<file path="config.mk">
export PLATFORM = sky130hd
export DESIGN_NAME = cau_div_step
export DESIGN_NICKNAME = d
export VERILOG_FILES = /design/src/rtl/complex_arith_unit_assert.svh /design/src/rtl/cau_pkg.sv /design/src/rtl/cau_div_step.sv
export SDC_FILE = /design/constraint.sdc
export NUM_CORES = 1
export LEC_CHECK = 0
export BUFFER_PORTS_ARGS = -buffer_cell sky130_fd_sc_hd__buf_2
export CORE_AREA = 3 3 181 183
export CTS_BUF_LIST = sky130_fd_sc_hd__clkbuf_16
export CTS_CLUSTER_DIAMETER = 120
export DETAILED_ROUTE_END_ITERATION = 8
export DIE_AREA = 0 0 184 186
export PLACE_DENSITY_LB_ADDON = 0.1
export SKIP_CTS_REPAIR_TIMING = 1
export SYNTH_ARGS = -nofsm -noshare
export SYNTH_HDL_FRONTEND = slang
export SYNTH_SLANG_ARGS = --single-unit
</file>
<file path="constraint.sdc">
create_clock -name clk -period 4 [get_ports clk]
set_clock_uncertainty 0.15 [all_clocks]
set_input_delay 0.4 -clock clk [delete_from_list [all_inputs] [get_ports clk]]
set_output_delay 0.4 -clock clk [all_outputs]
set_load 0.02 [all_outputs]
</file>
<file path="src/rtl/complex_arith_unit_assert.svh">
// ----------------------------------------------------------------------------
// complex_arith_unit assertion macros
// Shared assertion forms for the complex ALU; all sample on clk, off in reset.
// ----------------------------------------------------------------------------
`ifndef COMPLEX_ARITH_UNIT_ASSERT_SVH
`define COMPLEX_ARITH_UNIT_ASSERT_SVH

// same-cycle implication
`define CAU_ASSERT_NOW(lbl, ante, cons, msg) \
  lbl: assert property (@(posedge clk) disable iff (!rst_n) (ante) |-> (cons)) \
    else $error(msg);

// next-cycle implication
`define CAU_ASSERT_NEXT(lbl, ante, cons, msg) \
  lbl: assert property (@(posedge clk) disable iff (!rst_n) (ante) |=> (cons)) \
    else $error(msg);

`endif

</file>
<file path="src/rtl/cau_pkg.sv">
// ----------------------------------------------------------------------------
// cau_pkg
// Types, constants and helpers shared by the complex ALU pipeline.
// ----------------------------------------------------------------------------
package cau_pkg;

  typedef enum logic [2:0] {
    ACT_ADD  = 3'd0,
    ACT_SUB  = 3'd1,
    ACT_MUL  = 3'd2,
    ACT_DIV  = 3'd3,
    ACT_LESS = 3'd4,
    ACT_GT   = 3'd5,
    ACT_EQ   = 3'd6
  } action_t;

  localparam int QB   = 17;        // quotient bits produced by the divider
  localparam int RW   = 32 + QB;   // remainder / shifted divisor width
  localparam int NSTG = 3 + QB + 1; // front, divider steps, output stage
  localparam int IN_W  = 72;
  localparam int OUT_W = 40;

  typedef struct packed {
    logic              is_div;
    logic              neg_re;
    logic              neg_im;
    logic signed [15:0] res_real;
    logic signed [15:0] res_imag;
    logic              cmp_true;
    logic              div_zero;
    logic              saturated;
  } meta_t;

  typedef struct packed {
    logic [RW-1:0] rem;
    logic [31:0]   den;
    logic [QB-1:0] quo;
  } lane_t;

  // {clamped flag, 16-bit value}
  function automatic logic [16:0] sat16(input logic signed [33:0] v);
    logic [16:0] r;
    if (v > 34'sd32767)        r = {1'b1, 16'h7FFF};
    else if (v < -34'sd32768)  r = {1'b1, 16'h8000};
    else                       r = {1'b0, v[15:0]};
    return r;
  endfunction

endpackage

</file>
<file path="src/rtl/cau_div_step.sv">
// ----------------------------------------------------------------------------
// cau_div_step
// One restoring-division stage: decides quotient bit BIT for both lanes.
// ----------------------------------------------------------------------------
module cau_div_step #(
  parameter int BIT = 0
) (
  input  logic           clk,
  input  logic           en,
  input  cau_pkg::meta_t meta_in,
  input  cau_pkg::lane_t lre_in,
  input  cau_pkg::lane_t lim_in,
  output cau_pkg::meta_t meta_out,
  output cau_pkg::lane_t lre_out,
  output cau_pkg::lane_t lim_out
);
  import cau_pkg::*;

  lane_t lre_nxt, lim_nxt;
  logic [RW-1:0] dsh;

  always_comb begin
    dsh = RW'(lre_in.den) << BIT;
    lre_nxt = lre_in;
    lim_nxt = lim_in;
    if (lre_in.rem >= dsh) begin
      lre_nxt.rem      = lre_in.rem - dsh;
      lre_nxt.quo[BIT] = 1'b1;
    end
    if (lim_in.rem >= dsh) begin
      lim_nxt.rem      = lim_in.rem - dsh;
      lim_nxt.quo[BIT] = 1'b1;
    end
  end

  always_ff @(posedge clk) begin
    if (en) begin
      meta_out <= meta_in;
      lre_out  <= lre_nxt;
      lim_out  <= lim_nxt;
    end
  end

endmodule

</file>
# [After elaboration in Yosys (flattened, before gate mapping)]
# Cells that the tools add are included.
[totals] ramBits=0 in_bits=236 rom_bits=0 word_cells=22 latchBits=0 output_inout_bits=234 ff_bits=234 n_memories=0
[op_classes] div=0 n_reduce_logical=0 n_eq_ne=0 add_sub_neg=2 muxes=2 shift=0 n_mul=0 bitwise=0 order_cmp=2
[ops] operator="$ge 49x32->1" n=2
[ops] operator="$mux 49" n=2
[ops] operator="$sub 49x32->49" n=2

# [Longest topological paths before layout]
[logic_depth] depth_word=2 depth_mapped=14 mapped_depth_nobuf=12

# [Worst setup path before layout]
# Ideal clock, no wire load.
[synth_path] path_kind="input-to-reg" start="input port lre_in[81] (netlist bit)" end="register lre_out[95] (netlist bit) (data pin)" setup_time_ps=258 stages=9 setup_slack_ps=490 arrival_time_ps=3103 path_cell_list="buf_6 or3_4 or4_4 or4_4 or4_4 nand2_4 o21ai_2 or4_4 xnor2_2"
[synth_rtl] element="from (decl)" line_no="cau_div_step.sv:11" text="input cau_pkg::lane_t lre_in,"
[synth_rtl] element="to (signal assigned)" line_no="cau_div_step.sv:39" text="lre_out <= lre_nxt;"
[synth_rtl] element="to (decl)" line_no="cau_div_step.sv:14" text="output cau_pkg::lane_t lre_out,"

==> results.py <==
metrics = {
    "worst_setup_path": {
        "worstSetupStartpointType": "input port",
        "critical_path.n_buffers_inverters": 3,
        "critical_path_required_ns": 4.12,
        "cp_slowest_stage_delay_ns": 0.54,
        "critical_path.slowest_cell": "dlygate4sd3_1",
        "cp_cell_sequence": "dlygate4sd3_1 -> buf_2 -> inv_1 -> ha_1 -> nand4_1 -> or3_1 -> nor3_1 -> o211ai_1 -> nor3b_2 -> or3_1 -> nor4_1 -> xor2_1",
        "endpoint_kind": "register",
        "worst_path_dominant_cell_family": "simple AND/OR/NAND/NOR gates",
        "critical_path_class": "input port to register",
        "timing.critical_path.mode_cell": "or3_1",
        "critical_path_arrival_ns": 3.83,
        "critical_path.max_fanout": 8,
    },
    "detailed_routing": {
        "finalWirelength_mm": 42.7,
        "drc_errors": 0,
        "dr_total_vias": 10800,
        "drtPass1Iterations": 5,
        "detail_route.vias_per_cell": 5.12,
        "drt_iter0_markers": 752,
        "final_antenna_net_count": 0,
        "detailed_route_wire_length_per_cell_um": 20.2,
    },
    "timing": {
        "period_utilization_pct": 92.7,
        "final-hold-violation-count": 0,
        "layout_setup_ws_ns": 0.293,
        "hold-worst-slack_ns": 0.0131,
        "timing.final.max_slew_violations": 0,
        "setup_tns_ns": 0,
        "grt_setup_unrepaired": "no",
        "fmaxAchievable_mhz": 270,
        "maxSlewHeadroom_pct": 40.8,
        "worst-slew-pin-transition_ns": 0.888,
        "clock_period_minus_final_worst_setup_slack_ns": 3.71,
        "finalSetupViolations": 0,
    },
    "clock_network": {
        "cts.clk_slew.worst_paths_ns": 0.06,
        "cts_buffers": 28,
        "clk_root_buffer_cell": "clkbuf_16",
        "cts-htree-levels": 1,
        "tritoncts_num_sinks": 234,
        "tritoncts": "done",
        "clock_tree.buffer_depth": 3,
    },
    "final_layout": {
        "layout-drive-gt1-share_pct": 32.2,
        "most-common-layout-cells": "buf_2, edfxtp_1, dlygate4sd3_1",
        "fill_cell_count": 2754,
        "num-nets-final": 1986,
        "area_growth_syn_to_fin_pct": 41.3,
        "final_area_mm2": 0.0175,
        "final_common_cell": "buf_2",
    },
    "job": {
        "cap_viol_max_count": 0,
    },
    "placement": {
        "preCtsSetupSlack_ns": 0.313,
        "place_hpwl_mm": 32.9,
        "io_buffer_count": 469,
        "gp_congestion": 0.890,
        "place_area_mm2": 0.0152,
    },
    "grt": {
        "grt_pass1_vias": 9789,
        "global_route.overflow_total": 0,
        "grt_max_degree": 111,
        "groute.usage.overall_pct": 22.1,
        "antenna_found_initial": 8,
        "grt_first_pass_wirelength_mm": 58.1,
    },
    "die": {
        "ios": 470,
        "core-area_mm2": 0.0314,
        "floorplan.die.width_um": 184,
        "die_h_um": 186,
        "initial_utilization_pct": 39.4,
        "overall_die_area_mm2": 0.0342,
        "num_rows": 65,
    },
    "run_status": {
        "run_status": "finished, final reports clean",
    },
    "synth": {
        "postSynth.asyncResetShare_pct": 0,
        "postSynth.topFlopCell": "edfxtp_1",
        "area_of_the_mapped_netlist_mm2": 0.0124,
        "ys_seq_elements": 234,
        "synthDominantAreaCellType": "edfxtp_1",
        "ys_top_cells_by_area": "edfxtp_1, ha_1, xor2_1",
        "synthesis.instances": 1084,
        "synthesis.area_per_instance_um2": 11.4,
        "synth_edf_count": 234,
        "yosysWarningCount": 0,
        "yosysTopAreaCellShare_pct": 56.8,
        "synth_nets": 1386,
        "ys_seq_area_share_pct": 56.8,
        "synth.distinct_cells": 68,
    },
    "hold_path": {
        "hold_path_end": "lim_out[69]",
        "hold_start": "lim_in[69]",
        "timing.hold.worst_path_depth": 3,
        "min-delay-path-class": "input port to register",
    },
    "power_and_ir_drop": {
        "power-per-cell-area_mw_per_mm2": 419,
        "irDropWorstVdd_mv": 0.300,
        "total_leakage_power_nw": 7.37,
    },
}
-- flip-flops by register name, indices dropped and copies added, names as in the netlist --
register,count
lim_out,98
lre_out,98
meta_out,38
-- final cells by class --
| class | instances | area [µm²] | area share, % |
|---|---|---|---|
| clock inverters | 20 | 180 | 1.03 |
| inverters | 43 | 161 | 0.924 |
| multi-input cells | 757 | 4980 | 28.5 |
| repair buffers | 620 | 3880 | 22.2 |
| flip-flops and latches | 234 | 7030 | 40.2 |
| clock buffers | 29 | 726 | 4.15 |
| well taps | 402 | 503 | 2.88 |
| diodes | 4 | 10.0 | 0.0573 |
-- tightest hold or removal path, cell delays in order --
cell     delay [ns]
buf_2          0.09
nand2_1        0.04
o21ai_0        0.06
-- how the worst max path moves through the flow --
stage,to,start,cells past startpoint
global placement,lim_out[87],lre_in[43],11
CTS,lre_out[95],lre_in[81],9
floorplan,lre_out[95],lre_in[81],9
global route,lim_out[87],lre_in[19],13
detailed placement,lre_out[95],lre_in[81],9
finish,lim_out[89],lre_in[43],12
-- synthesized netlist by cell type, types with 8 or more instances --
master	n
nor3_1	23
nor4_1	17
nand4_1	24
o21ai_1	22
nand3_1	21
nor2_1	62
nor2b_1	8
o21ai_0	65
inv_1	43
clkbuf_1	43
xor2_1	57
a21o_1	27
or3_1	12
a211oi_1	10
xnor2_1	34
nand2_1	121
edfxtp_1	234
ha_1	64
o21a_1	11
a21oi_1	72
-- cell families after synthesis --
family	after synthesis	synth area share, %
xor gates and xnor gates	92	6.58
AOI/OAI and AO/OA	267	13.4
and+or+nand+nor	329	13.2
adders and majority gates	66	6.80
DFF	234	56.8
muxes	3	0.263
buffers and inverters	93	2.97
-- report_power, final --
| part | total, mW | internal [mW] | switching (mW) |
|---|---|---|---|
| registers | 3.08 | 3.02 | 0.0663 |
| clock network | 2.50 | 1.50 | 1.00 |
| logic | 1.74 | 0.654 | 1.08 |
-- per-stage QoR --
| stage | instances | power, mW | utilization [%] |
|---|---|---|---|
| final | 2109 | 7.32 | 55.6 |
| after global routing | 2106 | 7.66 | 55.6 |
| after floorplan | 1084 | 4.07 | - |
| after global placement | 1920 | 4.75 | 48.4 |
| after CTS | 1969 | 7.28 | 51.3 |
| after detailed placement | 1920 | 4.75 | 48.4 |
-- metal layers --
layer,routed length [µm],up-vias,track usage (%)
met1,16900,5025,27.1
met4,1210,12,6.65
li1,-,5258,-
met3,3430,77,6.14
met5,82,-,0
met2,21100,428,38.3
(Power assumes the default switching activity.)
