## config.mk

```make
export PLATFORM = sky130hd
export DESIGN_NAME = cau_out
export DESIGN_NICKNAME = d
export VERILOG_FILES = /design/src/rtl/complex_arith_unit_assert.svh /design/src/rtl/cau_pkg.sv /design/src/rtl/cau_out.sv
export SDC_FILE = /design/constraint.sdc
export NUM_CORES = 1
export LEC_CHECK = 0
export BUFFER_PORTS_ARGS = -buffer_cell sky130_fd_sc_hd__buf_2
export CAP_MARGIN = 20
export CORE_MARGIN = 3
export CORE_UTILIZATION = 29
export DETAILED_ROUTE_END_ITERATION = 7
export SETUP_SLACK_MARGIN = 0.3
export SYNTH_ARGS = -nofsm -noshare
export SYNTH_HDL_FRONTEND = slang
export SYNTH_SLANG_ARGS = --single-unit
```

## constraint.sdc

```tcl
create_clock -name clk -period 11.6 [get_ports clk]
set_clock_uncertainty 0.2 [all_clocks]
set_input_delay 1.16 -clock clk [delete_from_list [all_inputs] [get_ports clk]]
set_output_delay 1.16 -clock clk [all_outputs]
set_load 0.05 [all_outputs]
```

## src/rtl/complex_arith_unit_assert.svh

```systemverilog
// ----------------------------------------------------------------------------
// complex_arith_unit assertion macros
// Shared assertion forms for the complex ALU; all sample on clk, off in reset.
// ----------------------------------------------------------------------------
`ifndef COMPLEX_ARITH_UNIT_ASSERT_SVH
`define COMPLEX_ARITH_UNIT_ASSERT_SVH

// same-cycle implication
`define CAU_ASSERT_NOW(lbl, ante, cons, msg) \
  lbl: assert property (@(posedge clk) disable iff (!rst_n) (ante) |-> (cons)) \
    else $error(msg);

// next-cycle implication
`define CAU_ASSERT_NEXT(lbl, ante, cons, msg) \
  lbl: assert property (@(posedge clk) disable iff (!rst_n) (ante) |=> (cons)) \
    else $error(msg);

`endif

```

## src/rtl/cau_pkg.sv

```systemverilog
// ----------------------------------------------------------------------------
// cau_pkg
// Types, constants and helpers shared by the complex ALU pipeline.
// ----------------------------------------------------------------------------
package cau_pkg;

  typedef enum logic [2:0] {
    ACT_ADD  = 3'd0,
    ACT_SUB  = 3'd1,
    ACT_MUL  = 3'd2,
    ACT_DIV  = 3'd3,
    ACT_LESS = 3'd4,
    ACT_GT   = 3'd5,
    ACT_EQ   = 3'd6
  } action_t;

  localparam int QB   = 17;        // quotient bits produced by the divider
  localparam int RW   = 32 + QB;   // remainder / shifted divisor width
  localparam int NSTG = 3 + QB + 1; // front, divider steps, output stage
  localparam int IN_W  = 72;
  localparam int OUT_W = 40;

  typedef struct packed {
    logic              is_div;
    logic              neg_re;
    logic              neg_im;
    logic signed [15:0] res_real;
    logic signed [15:0] res_imag;
    logic              cmp_true;
    logic              div_zero;
    logic              saturated;
  } meta_t;

  typedef struct packed {
    logic [RW-1:0] rem;
    logic [31:0]   den;
    logic [QB-1:0] quo;
  } lane_t;

  // {clamped flag, 16-bit value}
  function automatic logic [16:0] sat16(input logic signed [33:0] v);
    logic [16:0] r;
    if (v > 34'sd32767)        r = {1'b1, 16'h7FFF};
    else if (v < -34'sd32768)  r = {1'b1, 16'h8000};
    else                       r = {1'b0, v[15:0]};
    return r;
  endfunction

endpackage

```

## src/rtl/cau_out.sv

```systemverilog
// ----------------------------------------------------------------------------
// cau_out
// Output register: signs and clamps the quotients, packs the result word.
// ----------------------------------------------------------------------------
module cau_out (
  input  logic                       clk,
  input  logic                       en,
  input  cau_pkg::meta_t             meta,
  input  cau_pkg::lane_t             lane_re,
  input  cau_pkg::lane_t             lane_im,
  output logic [cau_pkg::OUT_W-1:0]  tdata
);
  import cau_pkg::*;

  logic [OUT_W-1:0] tdata_r, tdata_nxt;

  function automatic logic signed [33:0] signed_quo(input lane_t l, input logic neg);
    logic signed [33:0] m;
    // a remainder still at or above the divisor means the quotient overflowed
    if (l.rem >= RW'(l.den)) m = 34'sd1 <<< QB;
    else                     m = 34'(l.quo);
    return neg ? -m : m;
  endfunction

  logic [16:0] q_re, q_im;

  always_comb begin
    q_re = sat16(signed_quo(lane_re, meta.neg_re));
    q_im = sat16(signed_quo(lane_im, meta.neg_im));
    if (meta.is_div) begin
      tdata_nxt = {5'd0, q_re[16] | q_im[16], 1'b0, 1'b0, q_im[15:0], q_re[15:0]};
    end else begin
      tdata_nxt = {5'd0, meta.saturated, meta.div_zero, meta.cmp_true,
                   meta.res_imag, meta.res_real};
    end
  end

  always_ff @(posedge clk) begin
    if (en) begin
      tdata_r <= tdata_nxt;
    end
  end

  assign tdata = tdata_r;

endmodule

```

Word-level counts from Yosys, hierarchy flattened. Cells that the tools add are included.

Add/sub/neg operators: 2. Order comparisons: 6. Bitwise gates (word level): 1. Muxes and demuxes: 9.

Operators with widths (number): $ge A49 B32 Y1 (2); $gt A34 B16 Y1 const B (2); $lt A34 B16 Y1 const B (2); $mux W17 (4); $mux W34 (2); $neg A34 Y34 (2); $mux W18 (2); $mux W35 (1); $or A1 B1 Y1 (1).

Flip-flop bits (word level): 40. Word-level logic and storage cells: 20. Bits of input ports: 236.

Depth between registers and ports, before layout. Gate-level depths: netlist of run 1.

Word-level depth: 9. Depth in mapped cells: 19. Mapped depth without buffers: 16.

Least setup slack after synthesis of run 1. No wires, ideal clock.

Kind: input -> register. Start point: input lane_re[47] (netlist bit). End point: register tdata_r[10] (netlist: tdata[10]) (data pin). Setup time: 0.256 ns. Stages on the path: 17. Required time: 11.144 ns. Path slack: 6.277 ns. Arrival: 4.866 ns. Path through: inv_1 > ha_1 > nand4b_1 > nor4_1 > nor4b_1 > a21oi_1 > clkbuf_1 > nand2_1 > ha_1 > nor3b_1 > nand4_1 > o21ba_2 > o31ai_1 > clkbuf_1 > nor3b_1 > o31a_1 > o22a_1.

Word-level cells in the longest chain between the ends: 8. Elaborated cells on any way between the ends: 9. Classes of those cells: add/sub: 1; order compare: 3; mux: 5.

Ends and longest elaborated chain: start, declared (line cau_out.sv:9) `input cau_pkg::lane_t lane_re,`; $ge A49 B32 Y1 (*) (line cau_out.sv:20) `if (l.rem >= RW'(l.den)) m = 34'sd1 <<< QB;`; $mux W18 (*) (line cau_out.sv:20); $neg A34 Y34 (line cau_out.sv:22) `return neg ? -m : m;`; $mux W34 (*) (line cau_out.sv:22); $lt A34 B16 Y1 (line cau_pkg.sv:44) `else if (v < -34'sd32768) r = {1'b1, 16'h8000};`; $mux W17 (line cau_pkg.sv:44); $mux W17 (*) (line cau_pkg.sv:43) `if (v > 34'sd32767) r = {1'b1, 16'h7FFF};`; $mux W35 (*) (line cau_out.sv:30) `if (meta.is_div) begin`; net tdata_nxt[10] (line cau_out.sv:15) `logic [OUT_W-1:0] tdata_r, tdata_nxt;`; end signal, assigned (line cau_out.sv:40) `tdata_r <= tdata_nxt;`; end, declared (line cau_out.sv:15).

Mark *: on every way through the listed nets, which the timed path passes. The rest lies on a longest branch. A chain may end at the register's enable or synchronous reset.

Worst setup path in the final report of run 1.
Start point: input lane_re[47] (netlist bit). End point: register tdata_r[5] (netlist: tdata[5]) (data pin).

Same word-level chain as after synthesis.

==> flow_summary.json, run 1 <==
{
  "status": "finished clean",
  "drt_wl_total_um": 14400,
  "placed_cells": 961,
  "cp_cell_sequence": "buf_2, inv_1, ha_1, nand4b_1, nor4_1, nor4b_1, a21oi_1, buf_4, nand2_1, ha_1, nor3b_1, nand4_1, o21ba_2, or3_1, and3_1, o31a_1, o22a_1",
  "dieHeight_um": 128,
  "ys_warn_count": 0,
  "cpMostUsedCell": "ha_1",
  "start_kind": "input pin",
  "area_growth_syn_to_layout_pct": 37.7,
  "firstDrtPassIters": 4,
  "rsz0062_at_grt": "no",
  "multi_input_area_um2": 2950,
  "final_cell_mix": "buf_2, inv_1, ha_1",
  "dp_hpwl_um": 12100,
  "overflow": 0,
  "die_area_um2": 16500,
  "async_flop_share_pct": 0,
  "ant_nets": 0,
  "layout_commonest_cell": "buf_2",
  "path_clk_slew_ns": 0.05,
  "cts_buffer_depth": 2,
  "peakVddDrop_mv": 0.0519,
  "diodes": 0,
  "worstSetupEndpointType": "flip-flop",
  "synth_edf_count": 35,
  "syn_area_um2": 4350,
  "grt_max_degree": 39,
  "clock-root-buffer": "clkbuf_16",
  "netlist_instances": 523,
  "largest_reg_flops": 35,
  "crit_fanout": 12,
  "die_w_um": 128,
  "min_to": "tdata[15]",
  "path_class": "input pin to flip-flop",
  "io_buffers": 270,
  "totalNegativeSetupSlack_ns": 0,
  "synth_cell_type_count": 59,
  "clock-sinks": 35,
  "synth_area_per_cell_um2": 8.32,
  "drt-initial-drc-count": 213,
  "min_path_type": "input pin to flip-flop",
  "ys.flop_type": "edfxtp_1",
  "max_stage_delay_ns": 0.59,
  "leakagePower_nw": 3.00,
  "cts_buffers": 5,
  "post_cts_buffers": 0,
  "wl_per_cell_um": 14.9,
  "setup_viol_count_final": 0,
  "min_period_ns": 5.59,
  "post_cts_resized": 0,
  "critPathRequiredTime_ns": 11.42,
  "cp_slowest_cell": "nor4b_1",
  "cts_tree": "done",
  "hold_path_depth": 2,
  "core_area_um2": 14600,
  "ys_ff_latch": 35,
  "grt_pass1_vias": 4665,
  "min_period_over_period_pct": 48.2,
  "power_density_nw_per_um2": 77.9,
  "worstPathArrival_ns": 5.42,
  "h-tree-depth": 2,
  "drv_slew": 0,
  "final_nets": 1086,
  "rows": 44,
  "hold_start": "meta[34]",
  "start_util_pct": 29.8,
  "vias": 4878,
  "drive_above_1_share_pct": 37.6,
  "hold_violations": 0,
  "max_slew_margin_pct": 44.0,
  "gp_congestion": 0.837,
  "ioPinCount": 276,
  "drt-vias-per-instance": 5.04,
  "final_cells": 968,
  "postCtsHoldBufs": 0,
  "drv_cap": 0,
  "grt_antenna_before_repair": 0,
  "max_freq_ghz": 0.179,
  "nFillCells": 1537,
  "grt_pass1_wl_um": 21900,
  "grt_use_total_pct": 16.2,
  "drc_errors": 0,
  "seq_area_frac_synth_pct": 24.2,
  "tightest_slew_ns": 0.841,
  "regArea_um2": 1050
}
metal layers:
metal / up-vias / GRT usage, % / wire, um
li1: 2462 / - / -
met1: 2190 / 19.8 / 5930
met2: 215 / 29.4 / 6970
met3: 11 / 3.86 / 1380
met4: 0 / 2.56 / 113
met5: - / 0 / 0
per-stage QoR:
| stage | hold WS, ns | cell area [um^2] | power [mW] | utilization, % | worst slack (ns) |
|---|---|---|---|---|---|
| 4_1_cts | 0.970 | 5990 | 0.472 | 41.1 | 5.91 |
| 3_5_place_dp | 1.26 | 5860 | 0.343 | 40.1 | 5.62 |
| 5_1_grt | 0.978 | 5990 | 0.496 | 41.1 | 5.61 |
| 3_3_place_gp | 1.25 | 5860 | 0.342 | 40.1 | 5.75 |
| 6_report | 0.971 | 5990 | 0.467 | 41.1 | 6.01 |
| 2_1_floorplan | 1.07 | 4370 | 0.270 | - | 6.28 |
worst max path at each step:
stage	endpoint	slack (ns)	start	cells past startpoint
floorplan	tdata[10]	6.28	lane_re[47]	17
global placement	tdata[8]	5.75	lane_re[47]	17
detailed placement	tdata[8]	5.62	lane_re[47]	17
CTS	tdata[8]	5.91	lane_re[47]	17
global route	tdata[8]	5.61	lane_re[48]	17
finish	tdata[5]	6.01	lane_re[47]	17
cell families after synthesis:
kind of cell | count (synthesis) | synth area share (%)
simple gates | 183 | 23.2
compound gates | 132 | 21.9
buf+inv | 91 | 8.46
fa+ha+maj | 66 | 19.0
flops | 35 | 24.2
xor+xnor | 12 | 2.42
mux | 3 | 0.719
other cells | 1 | 0.0862
critical path, delay by kind of cell:
family | cells | cell delay, ns
fa+ha+maj | 2 | 0.46
simple gates | 8 | 2.57
compound gates | 4 | 0.88
buf+inv | 3 | 0.31
synthesized netlist by cell type, types with 2 or more instances:
master | count | area, um^2
nor2_1 | 20 | 75.1
mux2i_1 | 2 | 20.0
xor2_1 | 10 | 87.6
and2_1 | 2 | 12.5
nand2_1 | 32 | 120
or3_1 | 15 | 93.8
o21ai_0 | 15 | 75.1
inv_1 | 68 | 255
xnor2_1 | 2 | 17.5
and3_1 | 6 | 37.5
nand4b_1 | 2 | 17.5
nand4_1 | 13 | 81.3
buf_4 | 6 | 45.0
a22oi_1 | 2 | 15.0
or2_2 | 8 | 50.1
a211oi_1 | 6 | 45.0
clkbuf_1 | 13 | 48.8
nor4_1 | 12 | 75.1
nor3_1 | 29 | 145
nand2b_1 | 9 | 56.3
nand3b_1 | 3 | 22.5
nor2b_1 | 7 | 43.8
o31ai_1 | 7 | 52.6
a31oi_1 | 6 | 37.5
ha_1 | 66 | 826
a2111oi_0 | 2 | 17.5
a21boi_0 | 4 | 30.0
o311ai_0 | 2 | 17.5
buf_2 | 3 | 15.0
a211o_1 | 2 | 17.5
nand3_1 | 9 | 45.0
a21o_1 | 8 | 60.1
o22a_1 | 27 | 236
o41ai_1 | 2 | 17.5
o31a_1 | 5 | 43.8
or4_1 | 3 | 22.5
edfxtp_1 | 35 | 1050
a21oi_1 | 27 | 135
o21a_1 | 4 | 30.0
nor3b_1 | 7 | 52.6
o2bb2ai_1 | 4 | 35.0
report_power, final:
part | internal (mW) | leakage [nW] | total [mW] | switching, mW
sequential | 0.153 | 0.343 | 0.155 | 0.00236
clock | 0.0772 | 0.0671 | 0.127 | 0.0499
combinational | 0.0721 | 2.59 | 0.185 | 0.113
total | 0.302 | 3.00 | 0.467 | 0.165
area by class of cell:
type	count	share of cell area (%)
inverters	68	4.26
flip-flops and latches	35	17.5
clock buffers	5	2.09
repair buffers	273	22.9
well taps	184	3.84
clock inverters	2	0.146
multi-input cells	401	49.2
Power figures use the tool's default switching activity.
==> run 2, diff against run 1 <==
- clock period: 11.6 -> 5.1 ns (I/O delays scaled with it)
==> run 2 against run 1 <==
Net effect: sequential share of layout area shrank 0.13 points; worst setup slack worse by 5.4 ns; worst hold slack got worse by 0.66 ns; non-clock buffer count is 4 higher; cell area up 0.75%; total power is 130% higher; clock power up 130%; routed wire length rose by 0.11%; combinational power is 130% higher; cell count is 0.52% higher; critical path depth is the same; critical path type unchanged; largest cell class unchanged.
==> flow_summary.json, run 2 (synthesis results as in run 1) <==
{
  "diodes": 0,
  "io_buffers": 270,
  "tightest_slew_ns": 0.854,
  "fin_ws_ns": 0.575,
  "path_clk_slew_ns": 0.06,
  "drt-initial-drc-count": 211,
  "nFillCells": 1532,
  "status": "finished clean",
  "rsz0062_at_grt": "no",
  "path_class": "input pin to flip-flop",
  "firstDrtPassIters": 4,
  "regArea_um2": 1050,
  "cts_tree": "done",
  "final_cell_mix": "buf_2, inv_1, ha_1",
  "power.total_mw": 1.07,
  "final_nets": 1090,
  "hold_violations": 0,
  "peakVddDrop_mv": 0.104,
  "multi_input_area_um2": 2960,
  "grt_pass1_vias": 4647,
  "cpMostUsedCell": "ha_1",
  "drv_cap": 0,
  "dp_hpwl_um": 12300,
  "totalNegativeSetupSlack_ns": 0,
  "area_growth_syn_to_layout_pct": 38.7,
  "crit_fanout": 10,
  "worstSetupEndpointType": "flip-flop",
  "min_period_over_period_pct": 88.7,
  "max_stage_delay_ns": 0.51,
  "drt-vias-per-instance": 4.98,
  "worstPathArrival_ns": 4.36,
  "vias": 4841,
  "drv_slew": 0,
  "critPathRequiredTime_ns": 4.93,
  "drt_wl_total_um": 14400,
  "ioPinCount": 276,
  "dieHeight_um": 128,
  "cp_cell_sequence": "buf_2, inv_1, ha_1, nand4b_1, nor4_2, nor4b_2, buf_4, a21oi_1, nand2_1, ha_1, nor3b_1, nand4_1, o21ba_2, or3_1, and3_1, o31a_1, o22a_1",
  "intPower_uw": 690,
  "seq_power_share_pct": 33.1,
  "grt_use_total_pct": 16.2,
  "pwr-share-clk_pct": 27.6,
  "leakagePower_nw": 3.02,
  "postCtsHoldBufs": 0,
  "grt_antenna_before_repair": 1,
  "cp_slowest_cell": "or3_1",
  "cts_buffer_depth": 2,
  "min_period_ns": 4.53,
  "power_density_nw_per_um2": 177,
  "overflow": 0,
  "drc_errors": 0,
  "p_comb_share_pct": 39.4,
  "die_w_um": 128,
  "setup_viol_count_final": 0,
  "rows": 44,
  "sw_frac_of_total_pct": 35.4,
  "die_area_um2": 16500,
  "dp_slack_ns": 0.107,
  "start_kind": "input pin",
  "cts_buffers": 5,
  "layout_commonest_cell": "buf_2",
  "min_path_type": "input pin to flip-flop",
  "start_util_pct": 29.8,
  "min_to": "tdata[31]",
  "clock-sinks": 35,
  "grt_max_degree": 39,
  "grt_pass1_wl_um": 22000,
  "wl_per_cell_um": 14.8,
  "p_sw_uw": 379,
  "hold_path_depth": 2,
  "core_area_um2": 14600,
  "hold_start": "meta[18]",
  "h-tree-depth": 2,
  "ant_nets": 0,
  "max_freq_ghz": 0.221,
  "largest_reg_flops": 35,
  "drive_above_1_share_pct": 38.0,
  "max_slew_margin_pct": 43.1,
  "gp_congestion": 0.886,
  "clock-root-buffer": "clkbuf_16"
}
run 2: worst max path at each step:
stage                start         to
6_report       lane_re[47]   tdata[6]
5_1_grt        lane_re[47]   tdata[8]
4_1_cts        lane_re[47]   tdata[8]
3_5_place_dp   lane_re[47]   tdata[8]
3_3_place_gp   lane_re[47]   tdata[5]
2_1_floorplan  lane_re[47]  tdata[10]
run 2: routing by layer:
metal / track usage [%] / up-vias / part of all wire (%)
met2: 29.8 / 217 / 49
li1: - / 2467 / -
met1: 19.9 / 2147 / 40
met4: 2.31 / 2 / 0.61
met5: 0 / - / 0.14
met3: 3.49 / 8 / 9.9
run 2: worst max-delay path, delay by kind of cell:
kind                       cells  cell delay [ns]
AOI/OAI and AO/OA              4             0.83
adders and majority gates      2             0.47
buffers and inverters          3             0.27
and+or+nand+nor                8             2.26
run 2: layout make-up:
class | instances | area share (%)
clock buffer | 6 | 2.14
clock inverter | 2 | 0.124
inverter | 68 | 4.23
multi-input combinational | 401 | 49.0
sequential | 35 | 17.4
tap | 184 | 3.81
timing repair buffer | 277 | 23.3
run 2: power groups by stage:
stage	Clock, mW	Sequential [mW]	Combinational (mW)
2_1_floorplan	0	0.453	0.161
3_3_place_gp	0	0.359	0.422
3_5_place_dp	0	0.359	0.424
4_1_cts	0.300	0.354	0.426
5_1_grt	0.313	0.356	0.466
6_report	0.295	0.353	0.421
run 2: what timing repair did:
item / in CTS / in global routing
setup buffers: 0 / 1
resized for setup: 0 / 2
setup endpoints to repair: 0 / 10
run 2: per-stage QoR:
stage	std cells	hold WS (ns)	utilization [%]	cell area [um^2]
detailed placement	964	0.598	40.3	5880
floorplan	527	0.422	-	4370
CTS	972	0.307	41.2	6020
finish	973	0.312	41.4	6040
global route	973	0.322	41.4	6040
global placement	964	0.596	40.3	5880
